## config.mk

```make
export PLATFORM = sky130hd
export DESIGN_NAME = acked_log_stream_sender_top
export DESIGN_NICKNAME = d
export VERILOG_FILES = /design/src/hw/rtl/alss_pkg.sv /design/src/hw/rtl/alss_dp.sv /design/src/hw/rtl/alss_ctrl.sv /design/src/hw/rtl/acked_log_stream_sender_top.sv
export VERILOG_INCLUDE_DIRS = /design/src /design/src/hw/rtl
export SDC_FILE = /design/constraint.sdc
export NUM_CORES = 1
export LEC_CHECK = 0
export BUFFER_PORTS_ARGS = -buffer_cell sky130_fd_sc_hd__buf_2
export CAP_MARGIN = 20
export CORE_UTILIZATION = 45
export CTS_BUF_LIST = sky130_fd_sc_hd__clkbuf_2
export DETAILED_ROUTE_END_ITERATION = 16
export GPL_ROUTABILITY_DRIVEN = 0
export HOLD_SLACK_MARGIN = 0.03
export MAX_ROUTING_LAYER = met4
export SYNTH_ARGS = -nofsm -noshare
export SYNTH_HDL_FRONTEND = slang
export SYNTH_SLANG_ARGS = --single-unit
export TNS_END_PERCENT = 100
```

## constraint.sdc

```tcl
create_clock -name clock -period 9.1 [get_ports clock]
set_clock_uncertainty 0.1 [all_clocks]
set_input_delay 0.455 -clock clock [delete_from_list [all_inputs] [get_ports clock]]
set_output_delay 0.455 -clock clock [all_outputs]
set_load 0.01 [all_outputs]
```

## src/hw/rtl/acked_log_stream_sender_top_defines.svh

```systemverilog
// Assertion macros for the acked log stream sender.
// Used by the top level; clock and reset are taken from the including module.
`ifndef ACKED_LOG_STREAM_SENDER_TOP_DEFINES_SVH
`define ACKED_LOG_STREAM_SENDER_TOP_DEFINES_SVH
`ifndef ASSERT_OFF
`define ASSERT_NEXT(name, pre, post) \
   name: assert property (@(posedge clock) disable iff (reset) (pre) |=> (post)) \
      else $error("assertion failed");
`define ASSERT_NOW(name, pre, post) \
   name: assert property (@(posedge clock) disable iff (reset) (pre) |-> (post)) \
      else $error("assertion failed");
`else
`define ASSERT_NEXT(name, pre, post)
`define ASSERT_NOW(name, pre, post)
`endif
`endif

```

## src/hw/rtl/alss_pkg.sv

```systemverilog
// Shared types, codes and helpers of the acked log stream sender.
// No dependencies.
package alss_pkg;

   localparam int SEQ_WIDTH  = 16;
   localparam int CNT_WIDTH  = 16;
   localparam int DIV_STEPS  = 16;
   localparam int STEP_WIDTH = $clog2(DIV_STEPS);

   localparam logic [15:0] MAX_MESSAGES_RST      = 16'd8;
   localparam logic [15:0] MAX_RATE_FACTOR_RST   = 16'd256;
   localparam logic [7:0]  TARGET_SYSTEM_RST     = 8'd1;
   localparam logic [7:0]  TARGET_COMPONENT_RST  = 8'd0;
   localparam logic [15:0] ACK_TIMEOUT_TICKS_RST = 16'd50;
   localparam logic [7:0]  ACK_MAX_TRIES_RST     = 8'd50;
   localparam logic [15:0] START_TIMEOUT_RST     = 16'd300;
   localparam logic [15:0] WINDOW_TICKS_RST      = 16'd1000;

   typedef enum logic [1:0] {
      FUNC_TICK      = 2'd0,
      FUNC_RECORD    = 2'd1,
      FUNC_LOG_ACK   = 2'd2,
      FUNC_START_ACK = 2'd3
   } func_type;

   typedef enum logic [2:0] {
      ACT_NONE       = 3'd0,
      ACT_SEND_PLAIN = 3'd1,
      ACT_SEND_ACKED = 3'd2,
      ACT_RESEND     = 3'd3,
      ACT_FORWARD    = 3'd4
   } action_type;

   typedef enum logic [1:0] {
      ST_OK        = 2'd0,
      ST_NO_START  = 2'd1,
      ST_RETRY_OUT = 2'd2
   } status_type;

   typedef enum logic [3:0] {
      CSR_MAX_MESSAGES      = 4'd0,
      CSR_MAX_RATE_FACTOR   = 4'd1,
      CSR_TARGET_SYSTEM     = 4'd2,
      CSR_TARGET_COMPONENT  = 4'd3,
      CSR_ACK_TIMEOUT_TICKS = 4'd4,
      CSR_ACK_MAX_TRIES     = 4'd5,
      CSR_START_TIMEOUT     = 4'd6,
      CSR_WINDOW_TICKS      = 4'd7
   } csr_index_type;

   typedef enum logic [1:0] {
      CTL_IDLE,
      CTL_MUL,
      CTL_DIV,
      CTL_EMIT
   } ctl_state_type;

   typedef struct packed {
      logic [1:0]  func;
      logic [15:0] record_seq;
      logic        need_ack;
      logic        record_valid;
      logic [15:0] ack_seq;
   } req_data_type;

   typedef struct packed {
      logic [2:0]  action;
      logic        record_taken;
      logic [15:0] out_seq;
      logic [7:0]  out_system;
      logic [7:0]  out_component;
      logic [1:0]  status;
      logic [15:0] rate_factor;
   } rsp_data_type;

   typedef struct packed {
      logic step;
      logic load_direct;
      logic mul_start;
      logic div_step;
      logic load_held;
   } ctl_cmd_type;

   typedef struct packed {
      logic need_div;
      logic div_last;
   } dp_status_type;

   function automatic logic [CNT_WIDTH-1:0] sat_inc(input logic [CNT_WIDTH-1:0] v);
      return (v == {CNT_WIDTH{1'b1}}) ? v : v + {{(CNT_WIDTH-1){1'b0}}, 1'b1};
   endfunction

endpackage

```

## src/hw/rtl/alss_dp.sv

```systemverilog
// Datapath: CSRs, sender state, event step logic, rate divider, output register.
// Depends on alss_pkg; driven by alss_ctrl through command and status structs.
module alss_dp (
   input  logic                   clock,
   input  logic                   reset,
   input  alss_pkg::req_data_type req_data,
   input  logic                   csr_write,
   input  logic [3:0]             csr_index,
   input  logic [15:0]            csr_data,
   input  alss_pkg::ctl_cmd_type  cmd,
   output alss_pkg::dp_status_type stat,
   output alss_pkg::rsp_data_type rsp_data
);

   logic [15:0] max_messages_ff, max_rate_factor_ff, ack_timeout_ff;
   logic [15:0] start_timeout_ff, window_ticks_ff;
   logic [7:0]  target_system_ff, target_component_ff, ack_max_tries_ff;

   logic        awaiting_ff, awaiting_in;
   logic        pending_ff, pending_in;
   logic        seen_ff, seen_in;
   logic [15:0] pseq_ff, pseq_in;
   logic [7:0]  try_ff, try_in;
   logic [15:0] elapsed_ff, elapsed_in;
   logic [15:0] wcount_ff, wcount_in;
   logic [15:0] sent_ff, sent_in;
   logic [15:0] rate_ff, rate_in;

   logic [15:0] div_a_ff;
   logic [15:0] rem_ff, rem_in;
   logic [15:0] quo_ff, quo_in;
   logic [alss_pkg::STEP_WIDTH-1:0] cnt_ff;
   logic [31:0] prod;
   logic [16:0] shifted, diff;

   alss_pkg::rsp_data_type res_ff, res_in, rsp_data_ff, rsp_data_in;
   logic need_div;

   // event step
   always_comb begin
      logic        go;
      logic [15:0] tmp;
      go          = 1'b0;
      tmp         = '0;
      awaiting_in = awaiting_ff;
      pending_in  = pending_ff;
      seen_in     = seen_ff;
      pseq_in     = pseq_ff;
      try_in      = try_ff;
      elapsed_in  = elapsed_ff;
      wcount_in   = wcount_ff;
      sent_in     = sent_ff;
      rate_in     = rate_ff;
      need_div    = 1'b0;
      res_in      = '0;
      unique case (alss_pkg::func_type'(req_data.func))
         alss_pkg::FUNC_TICK: begin
            if (awaiting_ff) begin
               elapsed_in = alss_pkg::sat_inc(elapsed_ff);
               if (elapsed_in >= start_timeout_ff) res_in.status = alss_pkg::ST_NO_START;
            end else begin
               go = 1'b1;
               if (pending_ff) begin
                  if (seen_ff) begin
                     pending_in = 1'b0;
                  end else begin
                     go         = 1'b0;
                     tmp        = alss_pkg::sat_inc(elapsed_ff);
                     elapsed_in = tmp;
                     if (tmp >= ack_timeout_ff) begin
                        if (try_ff >= ack_max_tries_ff) begin
                           res_in.status = alss_pkg::ST_RETRY_OUT;
                        end else begin
                           try_in               = try_ff + 8'd1;
                           elapsed_in           = '0;
                           res_in.action        = alss_pkg::ACT_RESEND;
                           res_in.out_seq       = pseq_ff;
                           res_in.out_system    = target_system_ff;
                           res_in.out_component = target_component_ff;
                        end
                     end
                  end
               end
               if (go) begin
                  tmp       = alss_pkg::sat_inc(wcount_ff);
                  wcount_in = tmp;
                  if (tmp >= window_ticks_ff) begin
                     wcount_in = '0;
                     sent_in   = '0;
                     if (sent_ff < max_messages_ff) need_div = 1'b1;
                     else rate_in = max_rate_factor_ff;
                  end
               end
            end
         end
         alss_pkg::FUNC_RECORD: begin
            go = 1'b1;
            if (awaiting_ff) begin
               go = 1'b0;
               if (elapsed_ff >= start_timeout_ff) res_in.status = alss_pkg::ST_NO_START;
            end else if (pending_ff) begin
               if (seen_ff) begin
                  pending_in = 1'b0;
               end else begin
                  go = 1'b0;
                  if (elapsed_ff >= ack_timeout_ff && try_ff >= ack_max_tries_ff)
                     res_in.status = alss_pkg::ST_RETRY_OUT;
               end
            end
            if (go && sent_ff < max_messages_ff) begin
               res_in.record_taken = 1'b1;
               sent_in             = alss_pkg::sat_inc(sent_ff);
               if (req_data.record_valid) begin
                  res_in.out_seq       = req_data.record_seq;
                  res_in.out_system    = target_system_ff;
                  res_in.out_component = target_component_ff;
                  if (req_data.need_ack) begin
                     res_in.action = alss_pkg::ACT_SEND_ACKED;
                     try_in        = 8'd1;
                     elapsed_in    = '0;
                     pseq_in       = req_data.record_seq;
                     pending_in    = 1'b1;
                     seen_in       = 1'b0;
                  end else begin
                     res_in.action = alss_pkg::ACT_SEND_PLAIN;
                  end
               end
            end
         end
         alss_pkg::FUNC_LOG_ACK: begin
            if (req_data.ack_seq[alss_pkg::SEQ_WIDTH-1:0] ==
                pseq_ff[alss_pkg::SEQ_WIDTH-1:0]) begin
               seen_in        = 1'b1;
               res_in.action  = alss_pkg::ACT_FORWARD;
               res_in.out_seq = req_data.ack_seq;
            end
         end
         alss_pkg::FUNC_START_ACK: begin
            if (awaiting_ff) begin
               awaiting_in = 1'b0;
               elapsed_in  = '0;
               pending_in  = 1'b0;
            end
         end
         default: ;
      endcase
   end

   // restoring divide, one quotient bit per cycle
   assign prod    = 32'(max_rate_factor_ff) * 32'(div_a_ff);
   assign shifted = {rem_ff, quo_ff[15]};
   assign diff    = shifted - {1'b0, max_messages_ff};

   always_comb begin
      rem_in = rem_ff;
      quo_in = quo_ff;
      if (cmd.mul_start) begin
         rem_in = prod[31:16];
         quo_in = prod[15:0];
      end else if (cmd.div_step) begin
         if (!diff[16]) begin
            rem_in = diff[15:0];
            quo_in = {quo_ff[14:0], 1'b1};
         end else begin
            rem_in = shifted[15:0];
            quo_in = {quo_ff[14:0], 1'b0};
         end
      end
   end

   always_comb begin
      rsp_data_in = rsp_data_ff;
      if (cmd.load_direct) begin
         rsp_data_in             = res_in;
         rsp_data_in.rate_factor = rate_in;
      end else if (cmd.load_held) begin
         rsp_data_in             = res_ff;
         rsp_data_in.rate_factor = rate_ff;
      end
   end

   assign stat.need_div = need_div;
   assign stat.div_last = (cnt_ff == alss_pkg::STEP_WIDTH'(alss_pkg::DIV_STEPS - 1));

   always_ff @(posedge clock) begin
      if (reset) begin
         max_messages_ff     <= alss_pkg::MAX_MESSAGES_RST;
         max_rate_factor_ff  <= alss_pkg::MAX_RATE_FACTOR_RST;
         target_system_ff    <= alss_pkg::TARGET_SYSTEM_RST;
         target_component_ff <= alss_pkg::TARGET_COMPONENT_RST;
         ack_timeout_ff      <= alss_pkg::ACK_TIMEOUT_TICKS_RST;
         ack_max_tries_ff    <= alss_pkg::ACK_MAX_TRIES_RST;
         start_timeout_ff    <= alss_pkg::START_TIMEOUT_RST;
         window_ticks_ff     <= alss_pkg::WINDOW_TICKS_RST;
      end else if (csr_write) begin
         unique case (alss_pkg::csr_index_type'(csr_index))
            alss_pkg::CSR_MAX_MESSAGES:      max_messages_ff     <= csr_data;
            alss_pkg::CSR_MAX_RATE_FACTOR:   max_rate_factor_ff  <= csr_data;
            alss_pkg::CSR_TARGET_SYSTEM:     target_system_ff    <= csr_data[7:0];
            alss_pkg::CSR_TARGET_COMPONENT:  target_component_ff <= csr_data[7:0];
            alss_pkg::CSR_ACK_TIMEOUT_TICKS: ack_timeout_ff      <= csr_data;
            alss_pkg::CSR_ACK_MAX_TRIES:     ack_max_tries_ff    <= csr_data[7:0];
            alss_pkg::CSR_START_TIMEOUT:     start_timeout_ff    <= csr_data;
            alss_pkg::CSR_WINDOW_TICKS:      window_ticks_ff     <= csr_data;
            default: ;
         endcase
      end
   end

   always_ff @(posedge clock) begin
      if (reset) begin
         awaiting_ff <= 1'b1;
         pending_ff  <= 1'b0;
         seen_ff     <= 1'b0;
         pseq_ff     <= '0;
         try_ff      <= '0;
         elapsed_ff  <= '0;
         wcount_ff   <= '0;
         sent_ff     <= '0;
         rate_ff     <= alss_pkg::MAX_RATE_FACTOR_RST;
         cnt_ff      <= '0;
      end else begin
         if (cmd.step) begin
            awaiting_ff <= awaiting_in;
            pending_ff  <= pending_in;
            seen_ff     <= seen_in;
            pseq_ff     <= pseq_in;
            try_ff      <= try_in;
            elapsed_ff  <= elapsed_in;
            wcount_ff   <= wcount_in;
            sent_ff     <= sent_in;
            rate_ff     <= rate_in;
         end else if (cmd.div_step && stat.div_last) begin
            rate_ff <= quo_in;
         end
         if (cmd.mul_start) cnt_ff <= '0;
         else if (cmd.div_step) cnt_ff <= cnt_ff + 1'b1;
      end
   end

   always_ff @(posedge clock) begin
      rem_ff      <= rem_in;
      quo_ff      <= quo_in;
      rsp_data_ff <= rsp_data_in;
      if (cmd.step) begin
         div_a_ff <= sent_ff;
         res_ff   <= res_in;
      end
   end

   assign rsp_data = rsp_data_ff;

endmodule

```

## src/hw/rtl/alss_ctrl.sv

```systemverilog
// Controller: request intake, multiply/divide sequencing and response valid.
// Depends on alss_pkg; commands alss_dp.
module alss_ctrl (
   input  logic                    clock,
   input  logic                    reset,
   input  logic                    req_valid,
   output logic                    req_stall,
   output logic                    rsp_valid,
   input  logic                    rsp_stall,
   input  alss_pkg::dp_status_type stat,
   output alss_pkg::ctl_cmd_type   cmd
);

   alss_pkg::ctl_state_type state_ff, state_in;
   logic rsp_valid_ff, rsp_valid_in;
   logic out_free, accept;

   assign out_free = !rsp_valid_ff || !rsp_stall;
   assign accept   = req_valid && (state_ff == alss_pkg::CTL_IDLE);

   always_comb begin
      state_in = state_ff;
      unique case (state_ff)
         alss_pkg::CTL_IDLE: begin
            if (accept) begin
               if (stat.need_div) state_in = alss_pkg::CTL_MUL;
               else if (!out_free) state_in = alss_pkg::CTL_EMIT;
            end
         end
         alss_pkg::CTL_MUL: state_in = alss_pkg::CTL_DIV;
         alss_pkg::CTL_DIV: begin
            if (stat.div_last) state_in = alss_pkg::CTL_EMIT;
         end
         alss_pkg::CTL_EMIT: begin
            if (out_free) state_in = alss_pkg::CTL_IDLE;
         end
         default: state_in = alss_pkg::CTL_IDLE;
      endcase
   end

   always_comb begin
      cmd = '0;
      unique case (state_ff)
         alss_pkg::CTL_IDLE: begin
            cmd.step        = accept;
            cmd.load_direct = accept && !stat.need_div && out_free;
         end
         alss_pkg::CTL_MUL:  cmd.mul_start = 1'b1;
         alss_pkg::CTL_DIV:  cmd.div_step  = 1'b1;
         alss_pkg::CTL_EMIT: cmd.load_held = out_free;
         default: ;
      endcase
   end

   always_comb begin
      rsp_valid_in = rsp_valid_ff;
      if (cmd.load_direct || cmd.load_held) rsp_valid_in = 1'b1;
      else if (!rsp_stall) rsp_valid_in = 1'b0;
   end

   always_ff @(posedge clock) begin
      if (reset) begin
         state_ff     <= alss_pkg::CTL_IDLE;
         rsp_valid_ff <= 1'b0;
      end else begin
         state_ff     <= state_in;
         rsp_valid_ff <= rsp_valid_in;
      end
   end

   assign req_stall = (state_ff != alss_pkg::CTL_IDLE);
   assign rsp_valid = rsp_valid_ff;

endmodule

```

## src/hw/rtl/acked_log_stream_sender_top.sv

```systemverilog
// Acked log stream sender, top level: controller plus datapath.
// Depends on alss_pkg, alss_ctrl, alss_dp and the assertion macro header.
//
// One response per request. A request's response loads straight into the output
// register when that register is free; a tick that closes a rate window with
// budget left over goes through intake, one multiply, 16 steps of the bit-serial
// restoring divider and the response load, with further requests stalled. CSR
// writes are always accepted (csr_ready is tied high) and must only be issued
// while no request is in work.
`include "acked_log_stream_sender_top_defines.svh"
module acked_log_stream_sender_top (
   input  logic                   clock,
   input  logic                   reset,
   input  logic                   req_valid,
   output logic                   req_stall,
   input  alss_pkg::req_data_type req_data,
   output logic                   rsp_valid,
   input  logic                   rsp_stall,
   output alss_pkg::rsp_data_type rsp_data,
   input  logic                   csr_valid,
   output logic                   csr_ready,
   input  logic [3:0]             csr_index,
   input  logic [15:0]            csr_data
);

   alss_pkg::ctl_cmd_type   cmd;
   alss_pkg::dp_status_type stat;

   assign csr_ready = 1'b1;

   alss_ctrl u_ctrl (
      .clock     (clock),
      .reset     (reset),
      .req_valid (req_valid),
      .req_stall (req_stall),
      .rsp_valid (rsp_valid),
      .rsp_stall (rsp_stall),
      .stat      (stat),
      .cmd       (cmd)
   );

   alss_dp u_dp (
      .clock     (clock),
      .reset     (reset),
      .req_data  (req_data),
      .csr_write (csr_valid && csr_ready),
      .csr_index (csr_index),
      .csr_data  (csr_data),
      .cmd       (cmd),
      .stat      (stat),
      .rsp_data  (rsp_data)
   );

   `ASSERT_NEXT(a_mul_then_div, cmd.mul_start, cmd.div_step && !cmd.mul_start)
   `ASSERT_NEXT(a_div_ends, cmd.div_step && stat.div_last, !cmd.div_step)
   `ASSERT_NOW(a_no_step_while_busy, cmd.mul_start || cmd.div_step, req_stall)
   `ASSERT_NOW(a_taken_kind, rsp_valid && rsp_data.record_taken, rsp_data.action != alss_pkg::ACT_RESEND && rsp_data.action != alss_pkg::ACT_FORWARD)

endmodule

```

==> metrics.cfg <==
[status]
status=finished clean

[place]
io_buffers=116
place_hpwl_um=53500

[clock_network]
clock_path_buffers=3
cts_made_buffers=93
clk_latency_ns=1.13
htreeDepth=3
clock-sinks=342
cts-root-buf=clkbuf_2
cts.clk_slew.worst_paths_ns=0.11
cts_tree=done

[timing]
drv_slew=0
finalSetupViolations=0
min_period_over_period_pct=75.5
final_hold_viol_count=0
min_period_ns=6.87
worstMarginPinSlew_ns=1.13
holdWs_ns=0.172
tns_ns=0
maxSlewHeadroom_pct=24.3
max_freq_ghz=0.146
rsz0062_at_grt=false

[global_route]
grtUsageMet1_pct=33.4
grt_pass1_vias=21700
track_usage_pct=26.4
overflow=0
grt_max_degree=88
met2_usage_pct=41.7
antenna_found_initial=5
grt_first_pass_wirelength_um=119000
busiest_layer=met2
grt_use_met3_pct=5.08

[finish]
fin_nets=3518
drive_above_1_share_pct=12.5
synthToLayoutAreaGrowth_pct=13.5
utilization_pct=52.1

[setup_path]
cpMaxStageDelayCell=dfxtp_1
arrival_ns=7.55
crit_path_frequent_cell=fa_1
crit_fanout=19
crit_buf_inv=1
required_ns=9.78
critPathCaptureType=flip-flop
critical_path.cell_chain=nand2_1 -> fa_1 -> fa_1 -> fa_1 -> fa_1 -> inv_1 -> fa_1 -> fa_1 -> ha_1 -> a211o_1 -> a221o_1 -> a41o_1 -> a21o_1 -> a211oi_2 -> o221ai_1 -> xor2_1 -> nand2_1 -> o21ai_1
cp_top_family=adder cells
start_kind=flip-flop
path_class=flip-flop to flip-flop
slowest_delay_ns=0.88

[synth]
synth_fp_nets=3277
postSynthCellCount=2788
synthArstFlopShare_pct=0
synth_common_cells=nand2_1, inv_1, ha_1
yosysWarnings=0
synth_cell_types=84
synth_compound_area_share_pct=12.1
synth_xor_xnor_area_share_pct=2.85
synth_area_per_cell_um2=9.35
synth-main-ff-cell=dfxtp_1
synth_top_area_share_pct=16.7
synth-edff-count=124
synth_area_leaders=dfxtp_1, fa_1, edfxtp_1
synth_area_um2=26100
synth-seq-cells=342
yosys.area_share.adder_pct=26.1
synth-seq-area-share_pct=31.0
synth-simple-area-share_pct=16.5
synthMuxAreaShare_pct=4.68
synth_top_area_cell=dfxtp_1
yosysMostFrequentCell=nand2_1
synth_top_family_by_area=adder cells

[die]
start_util_pct=45.9
fp.dieW_um=243
die_y_um=243
fp-row-count=87
die_area_um2=58900
ioPinCount=118
coreArea_um2=56800

[drt]
finalWirelength_um=75300
via_per_inst=5.47
drt_iter0_markers=1430
wl_per_cell_um=19.5
drc_errors=0
num_vias=21200
antenna_left=0
drt_pass1_iterations=5

[power]
p_sw_share_pct=38.7
intPower_mw=2.89
power.leakage_nw=13.3
pwr-share-comb_pct=32.6
peakVddDrop_uv=245
seqPwrFrac_pct=43.4
total_power_mw=4.72
clock_power_share_pct=23.9
powerDensity_nw_per_um2=160
p_sw_mw=1.83

[worst_hold_path]
hold_class=input pin to flip-flop

[run]
cap_violations=0

==> final cells by class <==
class / count / area (µm²)
clock buffer: 137 / 686
fill: 5286 / 27200
multi-input combinational: 1996 / 16300
tap: 756 / 946
antenna: 6 / 15.0
clock inverter: 34 / 178
timing repair buffer: 285 / 2240
sequential: 342 / 8090
inverter: 311 / 1170
==> power by group through the flow <==
stage / Sequential (mW) / Clock (mW) / Combinational [mW]
final: 2.05 / 1.13 / 1.54
after floorplan: 2.02 / 0 / 1.06
after global placement: 2.08 / 0 / 1.46
after detailed placement: 2.08 / 0 / 1.50
after global routing: 2.07 / 1.24 / 1.69
after CTS: 2.05 / 1.16 / 1.54
==> tightest hold or removal path: cells and delay by family <==
family | cells | cell delay, ns
AO/OA/AOI/OAI | 1 | 0.05
buffers and inverters | 2 | 0.74
AND/OR/NAND/NOR | 1 | 0.09
==> path summary, 6_finish.rpt <==
path / depth (start not counted) / startpoint / slack [ns] / to
worst min-delay path: 4 / csr_data[13] / 0.17 / u_dp.max_rate_factor_ff[13]$_SDFFE_PP0P_
worst max register to register: 18 / u_dp.max_rate_factor_ff[10]$_SDFFE_PP0P_ / 2.23 / u_dp.rem_ff[14]$_DFFE_PP_
worst min register to register: 2 / u_dp.ack_timeout_ff[10]$_SDFFE_PP0P_ / 0.36 / u_dp.ack_timeout_ff[10]$_SDFFE_PP0P_
worst max-delay path: 18 / u_dp.max_rate_factor_ff[10]$_SDFFE_PP0P_ / 2.23 / u_dp.rem_ff[14]$_DFFE_PP_
==> logic make-up after synthesis <==
family,count (synthesis)
AOI/OAI and AO/OA,477
buffers and inverters,450
xor gates and xnor gates,85
adders and majority gates,428
muxes,115
and+or+nand+nor,890
other,1
DFF,342
==> routing by layer <==
metal  part of all wire, %  vias up  routed length [µm]
met3                   6.5      153                4870
met1                    44    10400               32900
met5                     0        -                   0
met4                   3.3        0                2510
met2                    47      715               35100
li1                      -     9948                   -
==> repair_timing <==
| action | in CTS | in global routing |
|---|---|---|
| hold endpoints to repair | 184 | 0 |
| hold buffers | 152 | 0 |
| setup buffers | 0 | 0 |
| resized for setup | 0 | 0 |
==> state kept, by name (all words and copies together), names as in the netlist, 8 cells and up <==
name / cells
u_dp.ack_max_tries_ff: 8
u_dp.ack_timeout_ff: 16
u_dp.div_a_ff: 16
u_dp.elapsed_ff: 16
u_dp.max_messages_ff: 16
u_dp.max_rate_factor_ff: 16
u_dp.pseq_ff: 16
u_dp.quo_ff: 16
u_dp.rate_ff: 16
u_dp.rem_ff: 16
u_dp.res_ff: 38
u_dp.rsp_data: 54
u_dp.sent_ff: 16
u_dp.start_timeout_ff: 16
u_dp.target_component_ff: 8
u_dp.target_system_ff: 8
u_dp.try_ff: 8
u_dp.wcount_ff: 16
u_dp.window_ticks_ff: 16
==> placed cells by master, fill, tap and decap left out, drive strengths merged, types with 21 or more instances in the layout <==
master       count
a21o            52
a21oi          155
a22oi           24
and2           140
and3            21
buf            133
clkbuf         137
clkinv          32
dfxtp          218
dlygate4sd3    152
edfxtp         124
fa             195
ha             233
inv            313
mux2            56
mux2i           59
nand2          412
nand3           47
nand4           31
nor2           114
nor3            32
o211ai          25
o21a            25
o21ai           83
xnor2           41
xor2            44
==> through the flow <==
| step | cell area, µm² | std cells | setup slack, ns |
|---|---|---|---|
| 2_1_floorplan | 26100 | 2788 | 2.77 |
| 3_3_place_gp | 27200 | 3536 | 2.39 |
| 3_5_place_dp | 27200 | 3537 | 2.27 |
| 4_1_cts | 29600 | 3860 | 2.25 |
| 5_1_grt | 29600 | 3866 | 1.92 |
| 6_report | 29600 | 3867 | 2.23 |
No activity file was read; power rests on OpenSTA's default activity.
